$ cat src/sv/adaptive_threshold_beat_detector_assert.svh
// assertion macros for the beat detector
// used by the top level only, no other dependencies
`ifndef ADAPTIVE_THRESHOLD_BEAT_DETECTOR_ASSERT_SVH
`define ADAPTIVE_THRESHOLD_BEAT_DETECTOR_ASSERT_SVH

// same-cycle implication, disabled while in reset
`define ATBD_ASSERT_NOW(label, clk, rst_n, ante, cons) \
	label: assert property (@(posedge clk) disable iff (!rst_n) (ante) |-> (cons)) \
		else $error("beat detector check failed");

// next-cycle implication, disabled while in reset
`define ATBD_ASSERT_NEXT(label, clk, rst_n, ante, cons) \
	label: assert property (@(posedge clk) disable iff (!rst_n) (ante) |=> (cons)) \
		else $error("beat detector check failed");

`endif

$ cat src/sv/atbd_pkg.sv
// shared types and constants for the beat detector
// no dependencies
`default_nettype none

package atbd_pkg;

	localparam int SAMPLE_W = 18;
	localparam int FRAC_W   = 14;
	localparam int LEVEL_W  = SAMPLE_W + FRAC_W;
	localparam int TIME_W   = 32;
	localparam int RATE_W   = 16;
	localparam int BPM_W    = 8;
	localparam int CFG_AW   = 3;
	localparam int CFG_DW   = 18;
	localparam int MULB_W   = RATE_W + 1;
	localparam int PROD_W   = LEVEL_W + 1;
	localparam int DIV_W    = 16;
	localparam int DIVCNT_W = 4;

	localparam logic [MULB_W-1:0] Q16_ONE = MULB_W'(17'h10000);
	localparam logic [DIV_W-1:0]  BPM_NUM = DIV_W'(60000);
	localparam logic [BPM_W-1:0]  BPM_MAX = BPM_W'(255);
	localparam logic [DIVCNT_W-1:0] DIV_LAST = DIVCNT_W'(DIV_W - 1);

	// configuration register indexes
	localparam logic [CFG_AW-1:0] REG_RATIO      = 3'd0;
	localparam logic [CFG_AW-1:0] REG_DECAY      = 3'd1;
	localparam logic [CFG_AW-1:0] REG_SMOOTH     = 3'd2;
	localparam logic [CFG_AW-1:0] REG_MIN_SPREAD = 3'd3;
	localparam logic [CFG_AW-1:0] REG_REFRACTORY = 3'd4;

	typedef enum logic [3:0] {
		S_IDLE,
		S_M1,
		S_TGT,
		S_M3,
		S_THR,
		S_TEST,
		S_DIV,
		S_M4,
		S_M5,
		S_DEC,
		S_OUT
	} state_t;

	typedef enum logic [2:0] {
		MUL_SPREAD,
		MUL_THR,
		MUL_TGT,
		MUL_MAXD,
		MUL_MIND
	} mul_op_t;

	typedef struct packed {
		logic    load;
		mul_op_t mul_op;
		logic    tgt_ld;
		logic    acc_ld;
		logic    thr_ld;
		logic    last_ld;
		logic    seen_set;
		logic    div_start;
		logic    div_step;
		logic    env_max;
		logic    env_min;
		logic    res_ld;
		logic    res_rate;
	} dp_cmd_t;

	typedef struct packed {
		logic beat;
		logic seen;
	} dp_status_t;

endpackage

`default_nettype wire

$ cat src/sv/atbd_dp.sv
// datapath: envelopes, threshold, shared multiplier, serial divider, result word
// depends on atbd_pkg
`default_nettype none

module atbd_dp (
	input  wire logic                            clk,
	input  wire logic                            arst_n,
	input  wire atbd_pkg::dp_cmd_t               cmd,
	output atbd_pkg::dp_status_t                 status,
	input  wire logic [atbd_pkg::SAMPLE_W-1:0]   in_sample,
	input  wire logic [atbd_pkg::TIME_W-1:0]     in_now,
	input  wire logic                            cfg_we,
	input  wire logic [atbd_pkg::CFG_AW-1:0]     cfg_addr,
	input  wire logic [atbd_pkg::CFG_DW-1:0]     cfg_wdata,
	output logic                                 res_rate_valid,
	output logic [atbd_pkg::BPM_W-1:0]           res_bpm
);
	import atbd_pkg::*;

	logic [RATE_W-1:0]   ratio_q, decay_q, smooth_q, refr_q;
	logic [SAMPLE_W-1:0] min_spread_q;

	logic [SAMPLE_W-1:0] sample_q, prev_q;
	logic [TIME_W-1:0]   now_q, last_q, dt_q;
	logic [LEVEL_W-1:0]  cur_q, max_q, min_q, thr_q, tgt_q;
	logic                seen_q;
	logic [PROD_W-1:0]   prod_q, acc_q;

	logic [DIV_W:0]      rem_q;
	logic [DIV_W-1:0]    num_q, quo_q;

	logic [LEVEL_W-1:0]  cur_in, spread, mul_a;
	logic [MULB_W-1:0]   mul_b;
	logic [LEVEL_W+MULB_W-1:0] mul_full;
	logic [PROD_W:0]     thr_sum, thr_lo;
	logic [LEVEL_W-1:0]  thr_new;
	logic [DIV_W:0]      rem_sh;
	logic                div_ge;

	always_ff @(posedge clk or negedge arst_n) begin
		if (!arst_n) begin
			ratio_q      <= RATE_W'(45875);
			decay_q      <= RATE_W'(1311);
			smooth_q     <= RATE_W'(3277);
			min_spread_q <= SAMPLE_W'(50);
			refr_q       <= RATE_W'(300);
		end else if (cfg_we) begin
			case (cfg_addr)
				REG_RATIO:      ratio_q      <= cfg_wdata[RATE_W-1:0];
				REG_DECAY:      decay_q      <= cfg_wdata[RATE_W-1:0];
				REG_SMOOTH:     smooth_q     <= cfg_wdata[RATE_W-1:0];
				REG_MIN_SPREAD: min_spread_q <= cfg_wdata[SAMPLE_W-1:0];
				REG_REFRACTORY: refr_q       <= cfg_wdata[RATE_W-1:0];
				default: ;
			endcase
		end
	end

	assign cur_in = {in_sample, {FRAC_W{1'b0}}};
	assign spread = (max_q >= min_q) ? (max_q - min_q) : '0;

	always_comb begin
		unique case (cmd.mul_op)
			MUL_SPREAD: begin
				mul_a = spread;
				mul_b = {1'b0, ratio_q};
			end
			MUL_THR: begin
				mul_a = thr_q;
				mul_b = Q16_ONE - {1'b0, smooth_q};
			end
			MUL_TGT: begin
				mul_a = tgt_q;
				mul_b = {1'b0, smooth_q};
			end
			MUL_MAXD: begin
				mul_a = (max_q > cur_q) ? (max_q - cur_q) : '0;
				mul_b = {1'b0, decay_q};
			end
			MUL_MIND: begin
				mul_a = (cur_q > min_q) ? (cur_q - min_q) : '0;
				mul_b = {1'b0, decay_q};
			end
			default: begin
				mul_a = '0;
				mul_b = '0;
			end
		endcase
	end

	// 32x17 product, truncated q1.16 scaling
	assign mul_full = {{MULB_W{1'b0}}, mul_a} * {{LEVEL_W{1'b0}}, mul_b};

	always_ff @(posedge clk) begin
		prod_q <= mul_full[RATE_W +: PROD_W];
	end

	// smoothed threshold, clamped to the envelopes
	assign thr_sum = {1'b0, acc_q} + {1'b0, prod_q};
	assign thr_lo  = (thr_sum < {2'b00, min_q}) ? {2'b00, min_q} : thr_sum;
	assign thr_new = (thr_lo > {2'b00, max_q}) ? max_q : thr_lo[LEVEL_W-1:0];

	always_ff @(posedge clk or negedge arst_n) begin
		if (!arst_n) begin
			max_q  <= '0;
			min_q  <= '0;
			thr_q  <= '0;
			prev_q <= '0;
			last_q <= '0;
			seen_q <= 1'b0;
		end else begin
			if (cmd.load) begin
				if (cur_in > max_q) max_q <= cur_in;
				if (cur_in < min_q) min_q <= cur_in;
			end else if (cmd.env_max) begin
				max_q <= max_q - prod_q[LEVEL_W-1:0];
			end else if (cmd.env_min) begin
				min_q <= min_q + prod_q[LEVEL_W-1:0];
			end
			if (cmd.env_min) prev_q <= sample_q;
			if (cmd.thr_ld) thr_q <= thr_new;
			if (cmd.last_ld) last_q <= now_q;
			if (cmd.seen_set) seen_q <= 1'b1;
		end
	end

	always_ff @(posedge clk) begin
		if (cmd.load) begin
			sample_q <= in_sample;
			now_q    <= in_now;
			cur_q    <= cur_in;
		end
		if (cmd.tgt_ld) tgt_q <= min_q + prod_q[LEVEL_W-1:0];
		if (cmd.acc_ld) acc_q <= prod_q;
		if (cmd.thr_ld) dt_q <= now_q - last_q;
	end

	assign status.seen = seen_q;
	assign status.beat = (cur_q >= thr_q)
		&& ({prev_q, {FRAC_W{1'b0}}} < thr_q)
		&& (spread > {min_spread_q, {FRAC_W{1'b0}}})
		&& (dt_q > {{(TIME_W-RATE_W){1'b0}}, refr_q});

	// restoring divider, one quotient bit a cycle
	assign rem_sh = {rem_q[DIV_W-1:0], num_q[DIV_W-1]};
	assign div_ge = {{(TIME_W-DIV_W-1){1'b0}}, rem_sh} >= dt_q;

	always_ff @(posedge clk) begin
		if (cmd.div_start) begin
			rem_q <= '0;
			num_q <= BPM_NUM;
			quo_q <= '0;
		end else if (cmd.div_step) begin
			rem_q <= div_ge ? (rem_sh - dt_q[DIV_W:0]) : rem_sh;
			num_q <= {num_q[DIV_W-2:0], 1'b0};
			quo_q <= {quo_q[DIV_W-2:0], div_ge};
		end
	end

	always_ff @(posedge clk) begin
		if (cmd.res_ld) begin
			res_rate_valid <= cmd.res_rate;
			if (!cmd.res_rate)
				res_bpm <= '0;
			else if (quo_q > {{(DIV_W-BPM_W){1'b0}}, BPM_MAX})
				res_bpm <= BPM_MAX;
			else
				res_bpm <= quo_q[BPM_W-1:0];
		end
	end

endmodule

`default_nettype wire

$ cat src/sv/atbd_ctrl.sv
// controller: sequences one sample through the datapath, owns the handshakes
// depends on atbd_pkg
`default_nettype none

module atbd_ctrl (
	input  wire logic                 clk,
	input  wire logic                 arst_n,
	input  wire logic                 in_valid,
	output logic                      in_ready,
	output logic                      out_valid,
	input  wire logic                 out_ready,
	input  wire atbd_pkg::dp_status_t status,
	output atbd_pkg::dp_cmd_t         cmd
);
	import atbd_pkg::*;

	state_t state_q, state_d;
	logic [DIVCNT_W-1:0] cnt_q;
	logic rate_q, out_valid_q;
	logic slot_free;

	assign slot_free = !out_valid_q || out_ready;

	always_comb begin
		state_d = state_q;
		unique case (state_q)
			S_IDLE: if (in_valid) state_d = S_M1;
			S_M1:   state_d = S_TGT;
			S_TGT:  state_d = S_M3;
			S_M3:   state_d = S_THR;
			S_THR:  state_d = S_TEST;
			S_TEST: state_d = (status.beat && status.seen) ? S_DIV : S_M4;
			S_DIV:  if (cnt_q == DIV_LAST) state_d = S_OUT;
			S_M4:   state_d = S_M5;
			S_M5:   state_d = S_DEC;
			S_DEC:  state_d = S_OUT;
			S_OUT:  if (slot_free) state_d = S_IDLE;
			default: state_d = S_IDLE;
		endcase
	end

	always_comb begin
		cmd = '0;
		cmd.mul_op = MUL_SPREAD;
		in_ready = 1'b0;
		unique case (state_q)
			S_IDLE: begin
				in_ready = 1'b1;
				cmd.load = in_valid;
			end
			S_M1: cmd.mul_op = MUL_SPREAD;
			S_TGT: begin
				cmd.tgt_ld = 1'b1;
				cmd.mul_op = MUL_THR;
			end
			S_M3: begin
				cmd.acc_ld = 1'b1;
				cmd.mul_op = MUL_TGT;
			end
			S_THR: cmd.thr_ld = 1'b1;
			S_TEST: begin
				cmd.last_ld   = status.beat;
				cmd.seen_set  = status.beat && !status.seen;
				cmd.div_start = status.beat && status.seen;
			end
			S_DIV: cmd.div_step = 1'b1;
			S_M4: cmd.mul_op = MUL_MAXD;
			S_M5: begin
				cmd.env_max = 1'b1;
				cmd.mul_op  = MUL_MIND;
			end
			S_DEC: cmd.env_min = 1'b1;
			S_OUT: begin
				cmd.res_ld   = slot_free;
				cmd.res_rate = rate_q;
			end
			default: ;
		endcase
	end

	always_ff @(posedge clk or negedge arst_n) begin
		if (!arst_n) begin
			state_q     <= S_IDLE;
			cnt_q       <= '0;
			rate_q      <= 1'b0;
			out_valid_q <= 1'b0;
		end else begin
			state_q <= state_d;
			if (state_q == S_TEST) begin
				rate_q <= status.beat && status.seen;
				cnt_q  <= '0;
			end else if (state_q == S_DIV) begin
				cnt_q <= cnt_q + 1'b1;
			end
			if (cmd.res_ld)
				out_valid_q <= 1'b1;
			else if (out_ready)
				out_valid_q <= 1'b0;
		end
	end

	assign out_valid = out_valid_q;

endmodule

`default_nettype wire

$ cat src/sv/adaptive_threshold_beat_detector.sv
// adaptive threshold beat detector, top level
// input words carry one optical sample and its millisecond timestamp; each input
// word yields exactly one output word: a rate flag in tuser and bpm in tdata
// the sample is taken on s_axis when tvalid and tready are both high; tready is
// high only while the controller waits for a new sample
// a sample passes through the shared multiplier steps, the threshold test and, when a beat
// rate is reported, the serial bpm divider before its word is loaded into the output
// register; one sample is processed at a time, so a new sample is only taken once the
// previous one has reached the output register
// the output word sits in a register; a new sample is taken while it waits,
// and the controller holds its next result until the receiver takes the old one
// reset: envelopes, threshold, previous sample and last beat time clear to zero,
// no beat is recorded yet, and the configuration registers return to defaults
// configuration: cfg_we writes cfg_wdata to register cfg_addr in the same edge;
// only write while no sample is in flight
`default_nettype none

module adaptive_threshold_beat_detector (
	input  wire logic        clk,
	input  wire logic        arst_n,
	// input stream
	input  wire logic        s_axis_tvalid,
	output logic             s_axis_tready,
	input  wire logic [55:0] s_axis_tdata,  // [17:0] sample, [49:18] now_ms, rest zero
	// output stream
	output logic             m_axis_tvalid,
	input  wire logic        m_axis_tready,
	output logic [7:0]       m_axis_tdata,  // [7:0] bpm
	output logic             m_axis_tuser,  // [0] rate_valid
	// configuration write port
	input  wire logic        cfg_we,
	input  wire logic [2:0]  cfg_addr,
	input  wire logic [17:0] cfg_wdata
);
	import atbd_pkg::*;

	dp_cmd_t    cmd;
	dp_status_t status;
	logic [SAMPLE_W-1:0] in_sample;
	logic [TIME_W-1:0]   in_now;

	// unpack the input word
	assign in_sample = s_axis_tdata[SAMPLE_W-1:0];
	assign in_now    = s_axis_tdata[SAMPLE_W +: TIME_W];

	// sequencer: handshakes and step commands
	atbd_ctrl u_ctrl (
		.clk       (clk),
		.arst_n    (arst_n),
		.in_valid  (s_axis_tvalid),
		.in_ready  (s_axis_tready),
		.out_valid (m_axis_tvalid),
		.out_ready (m_axis_tready),
		.status    (status),
		.cmd       (cmd)
	);

	// envelopes, threshold, multiplier, divider and result register
	atbd_dp u_dp (
		.clk            (clk),
		.arst_n         (arst_n),
		.cmd            (cmd),
		.status         (status),
		.in_sample      (in_sample),
		.in_now         (in_now),
		.cfg_we         (cfg_we),
		.cfg_addr       (cfg_addr),
		.cfg_wdata      (cfg_wdata),
		.res_rate_valid (m_axis_tuser),
		.res_bpm        (m_axis_tdata)
	);

`include "adaptive_threshold_beat_detector_assert.svh"

	// bpm must read zero whenever no rate is reported
	`ATBD_ASSERT_NOW(a_bpm_zero, clk, arst_n, m_axis_tvalid && !m_axis_tuser, m_axis_tdata == 8'd0)
	// one sample at a time: busy right after an accept
	`ATBD_ASSERT_NEXT(a_busy, clk, arst_n, s_axis_tvalid && s_axis_tready, !s_axis_tready)
	// a sample is never taken in the same cycle a result is loaded
	`ATBD_ASSERT_NOW(a_no_overlap, clk, arst_n, cmd.res_ld, !cmd.load)

endmodule

`default_nettype wire

$ cat config.mk
export PLATFORM = sky130hd
export DESIGN_NAME = adaptive_threshold_beat_detector
export DESIGN_NICKNAME = d
export VERILOG_FILES = /design/src/sv/atbd_pkg.sv /design/src/sv/atbd_dp.sv /design/src/sv/atbd_ctrl.sv /design/src/sv/adaptive_threshold_beat_detector.sv
export VERILOG_INCLUDE_DIRS = /design/src /design/src/sv
export SDC_FILE = /design/constraint.sdc
export NUM_CORES = 2
export LEC_CHECK = 0
export ABC_AREA = 1
export ABC_CLOCK_PERIOD_IN_PS = 8350
export BUFFER_PORTS_ARGS = -buffer_cell sky130_fd_sc_hd__clkbuf_2
export CAP_MARGIN = 20
export CORE_ASPECT_RATIO = 1.25
export CORE_MARGIN = 2
export CORE_UTILIZATION = 35
export CTS_CLUSTER_SIZE = 12
export DETAILED_ROUTE_END_ITERATION = 10
export SLEW_MARGIN = 20
export SYNTH_ARGS = -nofsm -noshare
export SYNTH_HDL_FRONTEND = slang
export SYNTH_HIERARCHICAL = 1
export SYNTH_SLANG_ARGS = --single-unit
$ cat constraint.sdc
create_clock -name clk -period 8.35 [get_ports clk]
set_input_delay 0.4175 -clock clk [delete_from_list [all_inputs] [get_ports clk]]
set_output_delay 0.4175 -clock clk [all_outputs]
set_load 0.02 [all_outputs]
==> metrics.md <==
| Metric | Value |
|---|---|
| Status | `finished, final reports clean` |
| WP data required | `8.95 ns` |
| Detailed Route Iter0 Violations | `3649` |
| Synth Flop Type | `dfrtp_1` |
| Final Instance Area | `0.06379 mm^2` |
| Worst-path maximum fanout | `9` |
| Critical path endpoint category | `flop` |
| Pin count of the biggest net entering global routing | `95` |
| Clk buf depth | `3` |
| Post-synth EDFFs | `156` |
| Vias | `49504` |
| GRT Total Usage | `26.15%` |
| CTS root buf | `clkbuf_16` |
| Least-Margin Pin Slew | `1.152 ns` |
| Setup-failing EPs final | `0` |
| Detailed Place HPWL | `167100 um` |
| Tcrit/Tclk final | `97.32%` |
| Die area | `0.1537 mm^2` |
| Synthesized area | `0.05269 mm^2` |
| Diode count | `0` |
| Antenna violations before repair | `2` |
| Final Critical Period | `8.127 ns` |
| CP startpoint kind | `flop` |
| Hold Slack | `0.05134 ns` |
| Avg Cell Area, Syn | `7.619 um^2` |
| Crit-path slowest cell | `fa_1` |
| Setup ws final | `0.2235 ns` |
| Die W | `351.0 um` |
| Crit path kind | `flop to flop` |
| Post-Syn Nets | `7956` |
| Initial Utilization | `35.18%` |
| Nets | `8632` |
| #FFs+latches synth | `471` |
| CTS tree | `done` |
| Max Clock Skew | `0.05128 ns` |
| Area growth from synthesis to layout | `21.05%` |
| Place WS | `-0.2749 ns` |
| First-pass GRT wire length | `303600 um` |
| Placed Area | `0.06011 mm^2` |
| Clk_lat worst skew | `0.69 ns` |
| Yosys cell types | `79` |
| Max-Cap Viols | `0` |
| Die H | `437.8 um` |
| Vias per cell | `5.129` |
| DRC Markers | `0` |
| Antenna Violating Nets Remaining | `0` |
| YS warnings | `6` |
| Worst Path Arrival | `8.72 ns` |
| Final slew viol count | `0` |
| H-Tree Level Count | `2` |
| Max transition margin | `22.51%` |
| Clk slew on worst S/H paths | `0.06 ns` |
| I/O pins | `93` |
| Post-layout util | `42.58%` |
| Hold WC Path Type | `primary input to flop` |
| Wire per inst | `20.80 um` |
| Number of detailed-route iterations in the first pass | `8` |
| Total Wirelength | `200700 um` |
| RD Place Congestion | `1.002` |
| Core footprint | `0.1498 mm^2` |
| Cts bufs inserted | `55` |
| Slowest cell delay on critical path | `0.59 ns` |
| Seq/Total Area, Yosys | `23.20%` |
| Maximum operating frequency | `0.1231 GHz` |
| Rows | `159` |
| RSZ-0062 raised after global routing | `true` |
| Mapped Cells | `6916` |
| Global route overflow | `0` |
| Final hold violations | `0` |
| Share of cells above drive strength 1 | `16.18%` |
| Port bufs | `86` |
| Async set-or-reset flop fraction in the synthesized netlist | `50.74%` |
| Vias in the first global route | `50240` |
| Clock sink count | `471` |
[flip-flops by register name, summed over array words and instances, names as in the netlist, 18 cells and up]
| register | cells |
|---|---|
| u_dp/min_spread_q | 18 |
| u_dp/thr_q | 32 |
| u_dp/tgt_q | 32 |
| u_dp/last_q | 32 |
| u_dp/now_q | 32 |
| u_dp/max_q | 32 |
| u_dp/dt_q | 32 |
| u_dp/sample_q | 18 |
| u_dp/prod_q | 33 |
| u_dp/prev_q | 18 |
| u_dp/min_q | 32 |
| u_dp/acc_q | 33 |
[path summary, 6_finish.rpt]
| path | start | to | slack [ns] | cells past startpoint |
|---|---|---|---|---|
| worst max-delay path | u_dp/sample_q[9] | u_dp/prod_q[29] | 0.22 | 35 |
| worst min-delay path | s_axis_tdata[10] | u_dp/sample_q[10] | 0.05 | 1 |
| min in group asynchronous | arst_n | u_dp/last_q[27] | 0.40 | 2 |
| worst min register to register | u_dp/num_q[9] | u_dp/num_q[9] | 0.46 | 2 |
| max in group asynchronous | arst_n | u_dp/max_q[1] | 6.45 | 3 |
| worst max register to register | u_dp/sample_q[9] | u_dp/prod_q[29] | 0.22 | 35 |
[layout by cell type (no fill, tap or decap), types with 102 or more instances in the layout]
cell type,n
xor2_1,114
nand2_1,1562
edfxtp_1,156
ha_1,469
nor2_1,539
o21ai_0,408
buf_4,623
dfrtp_1,197
inv_1,1171
fa_1,441
nand4_1,102
a21oi_1,460
nand3_1,228
[stage by stage]
stage | setup TNS [ns] | instances
2_1_floorplan | 0 | 6916
3_3_place_gp | -1.956 | 9480
3_5_place_dp | -1.546 | 9480
4_1_cts | 0 | 9621
5_1_grt | -0.7787 | 9651
6_report | 0 | 9651
[cell usage after synthesis (76+ instances only)]
library cell  count  area (um^2)
dfrtp_1         209         5230
nor2_1          581         2181
nand2_1        1580         5931
dfxtp_1          76         1521
edfxtp_1        156         4684
o21ai_0         431         2157
nand3_1         235         1176
fa_1            454         9089
a21oi_1         489         2447
clkbuf_1        110        412.9
ha_1            504         6306
xor2_1          116         1016
nand4_1         102        638.1
inv_1          1196         4489
[critical path: cells and delay by family (launching register included)]
| kind | cells | cell delay [ns] |
|---|---|---|
| buffers and inverters | 10 | 1.11 |
| XOR/XNOR | 1 | 0.17 |
| adder cells (fa/ha/maj) | 8 | 3.86 |
| AO/OA/AOI/OAI | 6 | 1.24 |
| flip-flops | 1 | 0.44 |
| AND/OR/NAND/NOR | 10 | 1.20 |
[logic make-up after synthesis]
family	synth area share [%]
adders and majority gates	29.22
xor gates and xnor gates	3.125
AOI/OAI and AO/OA	12.51
buffers and inverters	10.27
DFF	23.20
muxes	0.02137
and+or+nand+nor	21.65
[metal layers]
metal | GRT usage [%] | part of all wire, %
met2 | 44.05 | 47
met4 | 15.69 | 7.2
met3 | 2.776 | 5.0
met5 | 0 | 0
met1 | 32.19 | 40
[cell type report]
cell class,instances,area [um^2]
fillers,15278,86020
multi-input cells,5039,36180
flip-flops and latches,471,12240
repair buffers,787,6241
inverters,1238,4695
well taps,2012,2517
clock buffers,77,1604
clock inverters,27,306.5
[timing repair]
item / in CTS / in global routing
hold buffers: 34 / 0
gates resized for setup: 28 / 253
setup endpoints to repair: 24 / 29
endpoints found under the hold margin: 125 / 0
pin swaps: 4 / 40
buffers inserted: 3 / 26
Power is left out: the tool's default activity adds up to more than one toggle a clock period on the data nets, which glitch-free logic cannot reach.
